==> src/hw/rtl/ntoa_pkg.sv <==
// ----------------------------------------------------------------------------
// ntoa_pkg
// types, codes and character helpers shared by the formatter modules
// ----------------------------------------------------------------------------
package ntoa_pkg;

  typedef enum logic [1:0] {
    OpUdec    = 2'd0,
    OpSdec    = 2'd1,
    OpHexByte = 2'd2,
    OpHexWord = 2'd3
  } op_e;

  localparam int unsigned MagW  = 17;
  localparam int unsigned CharW = 7;

  localparam logic [CharW-1:0] CharMinus = 7'h2D;
  localparam logic [CharW-1:0] CharZero  = 7'h30;
  localparam logic [CharW-1:0] CharAlpha = 7'h37;

  // weight index 0..4 selects 10000, 1000, 100, 10, 1
  localparam logic [2:0] WidxUnits = 3'd4;

  // one character to be formatted, with what is left of the item
  typedef struct packed {
    logic            hex;
    logic            sign;
    logic [MagW-1:0] val;
    logic [2:0]      widx;
    logic [2:0]      cnt;
  } desc_t;

  function automatic logic [CharW-1:0] glyph(input logic [3:0] nib);
    logic [CharW-1:0] g;
    if (nib < 4'd10) begin
      g = CharZero + CharW'(nib);
    end else begin
      g = CharAlpha + CharW'(nib);
    end
    return g;
  endfunction

  function automatic logic [MagW-1:0] weight(input logic [2:0] widx);
    logic [MagW-1:0] w;
    case (widx)
      3'd0:    w = 17'd10000;
      3'd1:    w = 17'd1000;
      3'd2:    w = 17'd100;
      3'd3:    w = 17'd10;
      default: w = 17'd1;
    endcase
    return w;
  endfunction

endpackage

==> src/hw/rtl/ntoa_prep.sv <==
// ----------------------------------------------------------------------------
// ntoa_prep
// input register: takes a transaction and stores its first character descriptor
// ----------------------------------------------------------------------------
module ntoa_prep (
  input  logic                   clk_i,
  input  logic                   rst_ni,
  input  logic                   s_axis_tvalid,
  output logic                   s_axis_tready,
  input  logic [15:0]            s_axis_tdata,  // value
  input  logic [1:0]             s_axis_tuser,  // opcode
  output logic                   valid_o,
  output ntoa_pkg::desc_t        desc_o,
  input  logic                   take_i
);

  logic              valid_q, valid_d;
  ntoa_pkg::desc_t   desc_q, desc_d;
  logic              neg;
  logic [16:0]       mag;
  logic [2:0]        ndig;
  logic              accept;

  assign s_axis_tready = !valid_q || take_i;
  assign accept        = s_axis_tvalid && s_axis_tready;

  always_comb begin
    neg  = (s_axis_tuser == ntoa_pkg::OpSdec) && s_axis_tdata[15];
    mag  = neg ? (17'h10000 - {1'b0, s_axis_tdata}) : {1'b0, s_axis_tdata};
    ndig = 3'd1 + 3'(mag >= 17'd10) + 3'(mag >= 17'd100) + 3'(mag >= 17'd1000)
         + 3'(mag >= 17'd10000);
    desc_d = '0;
    case (s_axis_tuser)
      ntoa_pkg::OpHexByte: begin
        desc_d.hex = 1'b1;
        desc_d.val = {1'b0, s_axis_tdata[7:0], 8'h00};
        desc_d.cnt = 3'd2;
      end
      ntoa_pkg::OpHexWord: begin
        desc_d.hex = 1'b1;
        desc_d.val = {1'b0, s_axis_tdata};
        desc_d.cnt = 3'd4;
      end
      default: begin
        desc_d.sign = neg;
        desc_d.val  = mag;
        desc_d.widx = 3'd5 - ndig;
        desc_d.cnt  = ndig + 3'(neg);
      end
    endcase
  end

  always_comb begin
    valid_d = valid_q;
    if (accept) begin
      valid_d = 1'b1;
    end else if (take_i) begin
      valid_d = 1'b0;
    end
  end

  always_ff @(posedge clk_i or negedge rst_ni) begin
    if (!rst_ni) begin
      valid_q <= 1'b0;
    end else begin
      valid_q <= valid_d;
    end
  end

  always_ff @(posedge clk_i) begin
    if (accept) begin
      desc_q <= desc_d;
    end
  end

  assign valid_o = valid_q;
  assign desc_o  = desc_q;

endmodule

==> src/hw/rtl/ntoa_emit.sv <==
// ----------------------------------------------------------------------------
// ntoa_emit
// character engine: one character per unstalled cycle into the result register
// ----------------------------------------------------------------------------
module ntoa_emit (
  input  logic                   clk_i,
  input  logic                   rst_ni,
  input  logic                   valid_i,
  input  ntoa_pkg::desc_t        desc_i,
  output logic                   take_o,
  output logic                   m_axis_tvalid,
  input  logic                   m_axis_tready,
  output logic [7:0]             m_axis_tdata,  // ascii_char, zero bit
  output logic                   m_axis_tlast
);

  logic              busy_q, busy_d;
  ntoa_pkg::desc_t   st_q, st_d;
  logic              ov_q, ov_d;
  logic [6:0]        och_q, och_d;
  logic              olast_q, olast_d;

  ntoa_pkg::desc_t   cur, nxt;
  logic              have, adv;
  logic [16:0]       w;
  logic [16:0]       mult [10];
  logic [3:0]        dig;
  logic [6:0]        ch;

  assign have   = busy_q || valid_i;
  assign adv    = !ov_q || m_axis_tready;
  assign take_o = adv && !busy_q && valid_i;
  assign cur    = busy_q ? st_q : desc_i;

  always_comb begin
    w = ntoa_pkg::weight(cur.widx);
    mult[0] = '0;
    dig = '0;
    for (int k = 1; k < 10; k++) begin
      mult[k] = 17'(w * 17'(k));
      dig = dig + 4'(cur.val >= mult[k]);
    end
  end

  always_comb begin
    nxt     = cur;
    nxt.cnt = cur.cnt - 3'd1;
    if (cur.sign) begin
      ch       = ntoa_pkg::CharMinus;
      nxt.sign = 1'b0;
    end else if (cur.hex) begin
      ch      = ntoa_pkg::glyph(cur.val[15:12]);
      nxt.val = {1'b0, cur.val[11:0], 4'h0};
    end else begin
      ch       = ntoa_pkg::glyph(dig);
      nxt.val  = cur.val - mult[dig];
      nxt.widx = (cur.widx == ntoa_pkg::WidxUnits) ? cur.widx : cur.widx + 3'd1;
    end
  end

  always_comb begin
    busy_d  = busy_q;
    st_d    = st_q;
    ov_d    = ov_q;
    och_d   = och_q;
    olast_d = olast_q;
    if (adv) begin
      ov_d = have;
      if (have) begin
        och_d   = ch;
        olast_d = (cur.cnt == 3'd1);
        busy_d  = (cur.cnt != 3'd1);
        st_d    = nxt;
      end
    end
  end

  always_ff @(posedge clk_i or negedge rst_ni) begin
    if (!rst_ni) begin
      busy_q <= 1'b0;
      ov_q   <= 1'b0;
    end else begin
      busy_q <= busy_d;
      ov_q   <= ov_d;
    end
  end

  always_ff @(posedge clk_i) begin
    st_q    <= st_d;
    och_q   <= och_d;
    olast_q <= olast_d;
  end

  assign m_axis_tvalid = ov_q;
  assign m_axis_tdata  = {1'b0, och_q};
  assign m_axis_tlast  = olast_q;

endmodule

==> src/hw/rtl/number_to_ascii_formatter_top.sv <==
// ----------------------------------------------------------------------------
// number_to_ascii_formatter_top
// prints a 16-bit value as ascii decimal or hex characters, one per transaction
// first character: through the input register, then the result register
// throughput: one character per cycle unless m_axis_tready stalls the output;
//   an item of 1 to 6 characters is taken only when the one before is done
// reset: asynchronous, active low; clears input and result valid and busy flags
// ----------------------------------------------------------------------------
module number_to_ascii_formatter_top (
  input  logic        clk_i,
  input  logic        rst_ni,
  input  logic        s_axis_tvalid,
  output logic        s_axis_tready,
  input  logic [15:0] s_axis_tdata,   // value
  input  logic [1:0]  s_axis_tuser,   // opcode
  output logic        m_axis_tvalid,
  input  logic        m_axis_tready,
  output logic [7:0]  m_axis_tdata,   // ascii_char, zero bit
  output logic        m_axis_tlast    // last
);

  logic            p_valid;
  logic            p_take;
  ntoa_pkg::desc_t p_desc;

  ntoa_prep u_prep (
    .clk_i         (clk_i),
    .rst_ni        (rst_ni),
    .s_axis_tvalid (s_axis_tvalid),
    .s_axis_tready (s_axis_tready),
    .s_axis_tdata  (s_axis_tdata),
    .s_axis_tuser  (s_axis_tuser),
    .valid_o       (p_valid),
    .desc_o        (p_desc),
    .take_i        (p_take)
  );

  ntoa_emit u_emit (
    .clk_i         (clk_i),
    .rst_ni        (rst_ni),
    .valid_i       (p_valid),
    .desc_i        (p_desc),
    .take_o        (p_take),
    .m_axis_tvalid (m_axis_tvalid),
    .m_axis_tready (m_axis_tready),
    .m_axis_tdata  (m_axis_tdata),
    .m_axis_tlast  (m_axis_tlast)
  );

endmodule
==> config.mk <==
export PLATFORM = sky130hd
export DESIGN_NAME = number_to_ascii_formatter_top
export DESIGN_NICKNAME = d
export VERILOG_FILES = /design/src/hw/rtl/ntoa_pkg.sv /design/src/hw/rtl/ntoa_prep.sv /design/src/hw/rtl/ntoa_emit.sv /design/src/hw/rtl/number_to_ascii_formatter_top.sv
export SDC_FILE = /design/constraint.sdc
export NUM_CORES = 1
export LEC_CHECK = 0
export ABC_AREA = 1
export ABC_CLOCK_PERIOD_IN_PS = 11600
export BUFFER_PORTS_ARGS = -buffer_cell sky130_fd_sc_hd__buf_4
export CORE_ASPECT_RATIO = 1.1
export CORE_MARGIN = 8
export CORE_UTILIZATION = 48
export CTS_BUF_LIST = sky130_fd_sc_hd__clkbuf_16
export CTS_CLUSTER_SIZE = 8
export DETAILED_ROUTE_END_ITERATION = 16
export GPL_TIMING_DRIVEN = 1
export PLACE_DENSITY = 0.72
export SYNTH_ARGS = -nofsm -noshare
export SYNTH_HDL_FRONTEND = slang
export SYNTH_SLANG_ARGS = --single-unit
==> constraint.sdc <==
create_clock -name clk_i -period 11.6 [get_ports clk_i]
set_clock_uncertainty 0.1 [all_clocks]
set_input_delay 0.58 -clock clk_i [delete_from_list [all_inputs] [get_ports clk_i]]
set_output_delay 0.58 -clock clk_i [all_outputs]
set_load 0.01 [all_outputs]
==> Word level (Yosys, flattened, before mapping) <==
Cells that the tools add are included.
{ "classes": {"addsub": 22, "multipliers": 5, "magnitude_cmp": 16, "n_eq_ne": 9, "muxes": 18, "bitwise_logic": 1, "reduce_logical": 14} }
{ "op_table": {"columns": ["cell", "n"], "rows": [
  ["17-bit >= comparator", 6],
  ["17-bit binary-select mux with 4-bit select", 1],
  ["17-bit two-way mux", 4],
  ["14-bit one-hot mux with 4 select lines", 1],
  ["14-bit by 3-bit multiplier with 17-bit output, second input constant", 2],
  ["17-bit one-hot mux with 2 select lines", 1],
  ["14-bit by 2-bit multiplier with 16-bit output, second input constant", 2],
  ["4-bit by 1-bit adder with 4-bit output", 7],
  ["6-bit by 4-bit adder with 7-bit output, first input constant", 4],
  ["25-bit two-way mux", 1],
  ["7-bit two-way mux", 3],
  ["20-bit two-way mux", 1],
  ["17-bit by 10-bit >= comparator with 1-bit output, second input constant", 1],
  ["17-bit by 14-bit >= comparator with 1-bit output", 1],
  ["17-bit by 14-bit >= comparator with 1-bit output, second input constant", 1],
  ["17-bit by 15-bit >= comparator with 1-bit output", 1],
  ["17-bit by 16-bit >= comparator with 1-bit output", 1],
  ["17-bit by 4-bit >= comparator with 1-bit output, second input constant", 1],
  ["17-bit by 7-bit >= comparator with 1-bit output, second input constant", 1],
  ["14-bit by 4-bit multiplier with 17-bit output, second input constant", 1],
  ["17-bit by 16-bit subtractor with 17-bit output, first input constant", 1],
  ["17-bit subtractor", 1],
  ["3-bit by 1-bit adder with 3-bit output", 4],
  ["4-bit less-than comparator, second input constant", 2],
  ["23 further kinds", 36]
]} }
{ "totals": {"reg_bits": 60, "input_bits": 22, "output_inout_bits": 11, "wordCells": 99} }

==> Depth between registers and ports, before layout <==
{ "logic_depth": {"depth_word": 19, "depth_mapped": 59, "mapped_depth_nobuf": 56} }

==> By module <==
From an unflattened synthesis, not the netlist that was laid out.
{ "unflattened": {"hier_cells": 1511, "area_unflattened_um2": 10223.6} }
{ "by_module_without_submodules": {"columns": ["module", "n_inst", "cells_each", "area_per_inst_um2", "seq_area_each_um2"], "rows": [
  ["ntoa_emit", 1, 1262, 8406.8, 1011.0],
  ["ntoa_prep", 1, 249, 1816.7, 775.7]
]} }

==> Least setup slack after synthesis <==
OpenSTA, ideal clock, no wires.
{ "synth_path": {"path_kind": "register to register", "from": "reg u_emit.busy_q", "to": "reg u_emit.st_q[15] (netlist bit), data pin", "setup_ns": 0.258, "t_arrival_ns": 8.873, "required_time_ns": 11.242, "path_slack_ns": 2.369, "stages_incl_launch_ff": 51, "path_buffers": 4, "synth_period_minus_slack_ns": 9.231, "path_cell_list": "dfrtp_1 > buf_4 > clkbuf_1 > clkbuf_1 > o21ai_0 > inv_1 > ha_1 > inv_1 > nor2_4 > nor2_4 > inv_1 > ha_1 > inv_1 > fa_1 > o21bai_4 > nand3_1 > nand2_1 > nand2_1 > (+15 left out) > nand2_1 > inv_1 > or2_2 > clkbuf_2 > nand2_1 > nor2_1 > inv_1 > o32ai_1 > inv_1 > ha_1 > nand3b_1 > nand2_1 > a21boi_0 > o21ai_0 > a21oi_1 > xnor2_1 > o21ai_0 > nand2_1"} }
{ "synth_lines": {"columns": ["element", "line_no", "text"], "rows": [
  ["start: declaration", "ntoa_emit.sv:17", "logic busy_q, busy_d;"],
  ["start signal: assignment", "ntoa_emit.sv:83", "busy_q <= busy_d;"],
  ["end signal: assignment", "ntoa_emit.sv:89", "st_q <= st_d;"],
  ["end: declaration", "ntoa_emit.sv:18", "ntoa_pkg::desc_t st_q, st_d;"]
]} }

==> summary.txt <==
Status -> finished clean
Hold path depth -> 3
Max_slew headroom -> 0.2707
Synth Area in Adders -> 0.2430
Yosys top cell area share -> 0.2194
Busiest grt layer -> met2
Synth Area in Simple Gates -> 0.2776
Hold-fix buffers, CTS -> 1
Final ANT Viol Nets -> 0
Residual DRC -> 0
Met1 GRT Util -> 0.3084
Setup-failing EPs final -> 0
Final std cells w/o fill -> 1797
Number of global-route vias before repair -> 10015
Max Slew Vio Count -> 0
Avg Synthesized Cell Area -> 6.915 sq um
Mux cell area share after synthesis -> 0.0009808
Clock Sinks -> 60
CP peak stage delay -> 0.54 ns
Worst-skew pair later-pin latency -> 0.33 ns
FP Rows -> 56
Max-cap violation count -> 0
Largest family of logic cells by synthesized area -> simple AND/OR/NAND/NOR gates
Worst Reg2Reg Path Length in Cells -> 47
Cell area after synthesis -> 10210 sq um
Critical path class -> register to register
Root Buffer Master -> clkbuf_16
CP startpoint kind -> register
Yosys warnings -> 0
# diodes -> 0
Core area -> 21090 sq um
Worst-margin pin slew -> 1.091 ns
Worst setup endpoint -> u_emit.st_q[15]
DRT Wirelength -> 34.23 mm
Primary FF master, synth -> edfxtp_1
Xor/xnor share of the synthesized area -> 0.03236
Port Buf Inserts -> 31
Yosys cell types -> 65
Critical path fanouts, max -> 20
Yosys reg bits -> 60
Reg2Reg Capture Point -> u_emit.st_q[15]
Area Overhead vs Synth -> 8.030%
H-Tree Level Count -> 3
Largest net degree at the start of global routing -> 35
Filler instances -> 2084
Final cycle utilization of the critical path -> 0.9331
R2r startpoint -> u_emit.busy_q
Number of enable flip-flop cells after synthesis -> 57
Cts repair resizes -> 0
Initial antenna violation count -> 0
Hold Path Class -> input port to register
Synth top area cells -> ha_1, edfxtp_1, nand2_1
CP arrival -> 10.80 ns
Synth area leader -> ha_1
Drt via density -> 5.812
Register area share after synthesis -> 0.1751
Total CTS buffers -> 9
Minimum clock period -> 10.82 ns
TritonRoute pass-1 iters -> 5
CP endpoint kind -> register
Compound-Gate Fraction of Synth Area -> 0.1738
Asr flop ratio synth -> 0.05000
Drt wl/cell -> 19.05 um
HP Start -> s_axis_tvalid
Most instantiated cells after synthesis -> nand2_1, inv_1, ha_1, a21oi_1, nor2_1
First-pass GRT wire length -> 54.08 mm
Die Footprint -> 26190 sq um
Clk buf depth -> 2
Share of layout cells above drive strength 1 -> 0.08295
Vias post-DR -> 10444
Total Routing Usage GR -> 0.2630
Setup Total Neg Slack -> 0 ns
Grt ovf -> 0
Grt met3 use -> 0.02933
Nets@finish -> 1715
CP dominant cell by count -> nand2_1
Slowest stage cell, crit path -> fa_1
Die Wd -> 155.0 um
Final hold vios -> 0
CTS tree -> built
Mapped Cells -> 1476
Crit path from -> u_emit.busy_q
Reg2reg setup slack -> 0.78 ns
Post-CTS setup buffers -> 0
Top-count cell post-synth -> nand2_1
Initial Utilization -> 0.4839
F_max -> 0.09239 GHz
Setup repair after global routing missed its margin -> false
Global Route met2 Usage -> 0.4491
Number of I/O pins -> 33
Critical path data required time -> 11.57 ns
GP Congestion -> 1.042
Iter 0 DRT Violations -> 921
Clock-pin slew on the worst setup and hold paths -> 0.05 ns
Dpl cells -> 1780
Die H -> 168.9 um
DP Wirelength -> 27.88 mm
-- logic make-up (layout without fill, tap and decap cells) --
group	count (synthesis)	in the layout
and+or+nand+nor	640	640
AOI/OAI and AO/OA	302	302
buffers and inverters	245	273
adders and majority gates	191	191
DFF	60	60
xor gates and xnor gates	36	36
other	1	4
muxes	1	1
-- critical path, delay by kind of cell (launching register included) --
kind / cells / cell delay (ns)
xor+xnor: 2 / 0.48
flops: 1 / 0.38
compound gates: 10 / 2.23
simple gates: 17 / 2.61
fa+ha+maj: 9 / 3.44
buf+inv: 9 / 1.28
-- placed cells by master, fill, tap and decap left out, types with 6 or more instances in the layout --
cell type	n
nand3_1	86
nand2_1	353
nor3_1	12
o211ai_1	10
clkbuf_16	9
o21ai_1	7
inv_2	12
nor2_1	101
inv_1	199
nand4_1	31
o22ai_1	12
xnor2_1	13
xor2_1	21
a31oi_1	7
ha_1	179
a21oi_1	111
nand2_2	9
buf_4	44
or2_2	13
o221ai_1	12
o21ai_0	92
nor4_1	7
edfxtp_1	57
a21o_1	6
a211oi_1	8
fa_1	12
-- flip-flops by register name, summed over array words and instances, names as in the netlist --
name,flops
u_emit.och_q,7
u_emit.st_q,24
u_prep.valid_o,1
u_emit.m_axis_tvalid,1
u_prep.desc_o,25
u_emit.m_axis_tlast,1
u_emit.busy_q,1
-- per-stage QoR --
| step | hold slack, ns | utilization | area, sq um | setup slack [ns] |
|---|---|---|---|---|
| CTS | 0.3522 | 0.5228 | 11030 | 0.9727 |
| finish | 0.3594 | 0.5228 | 11030 | 0.7758 |
| global placement | 0.2725 | 0.5088 | 10730 | 1.253 |
| floorplan | 0.1844 | - | 10220 | 2.369 |
| detailed placement | 0.2731 | 0.5088 | 10730 | 0.9815 |
| global route | 0.3612 | 0.5228 | 11030 | 0.01008 |
-- worst min path at each step --
| stage | endpoint | slack [ns] |
|---|---|---|
| after floorplan | u_emit.busy_q | 0.18 |
| after global placement | u_emit.m_axis_tvalid | 0.27 |
| after detailed placement | u_emit.m_axis_tvalid | 0.27 |
| after CTS | u_prep.valid_o | 0.35 |
| after global routing | u_prep.valid_o | 0.36 |
| final | u_prep.valid_o | 0.36 |
-- layout make-up --
class                           instances  area (sq um)  share of cell area
Clock buffer                            9         225.2             0.02043
Multi-Input combinational cell       1174          7456              0.6762
Tap cell                              290         362.8             0.03291
Timing Repair Buffer                   45         340.3             0.03087
Clock inverter                          7         58.81            0.005334
Inverter                              212         795.8             0.07217
Sequential cell                        60          1787              0.1621
-- per-layer routing --
| layer | routed length, um | vias to the layer above |
|---|---|---|
| met1 | 13470 | 4771 |
| met2 | 16300 | 477 |
| met5 | 0 | - |
| met4 | 2199 | 0 |
| li1 | - | 5073 |
| met3 | 2249 | 123 |
Power is not shown: default switching activity piles up to over one toggle a cycle in this logic, so the estimate is an artifact.
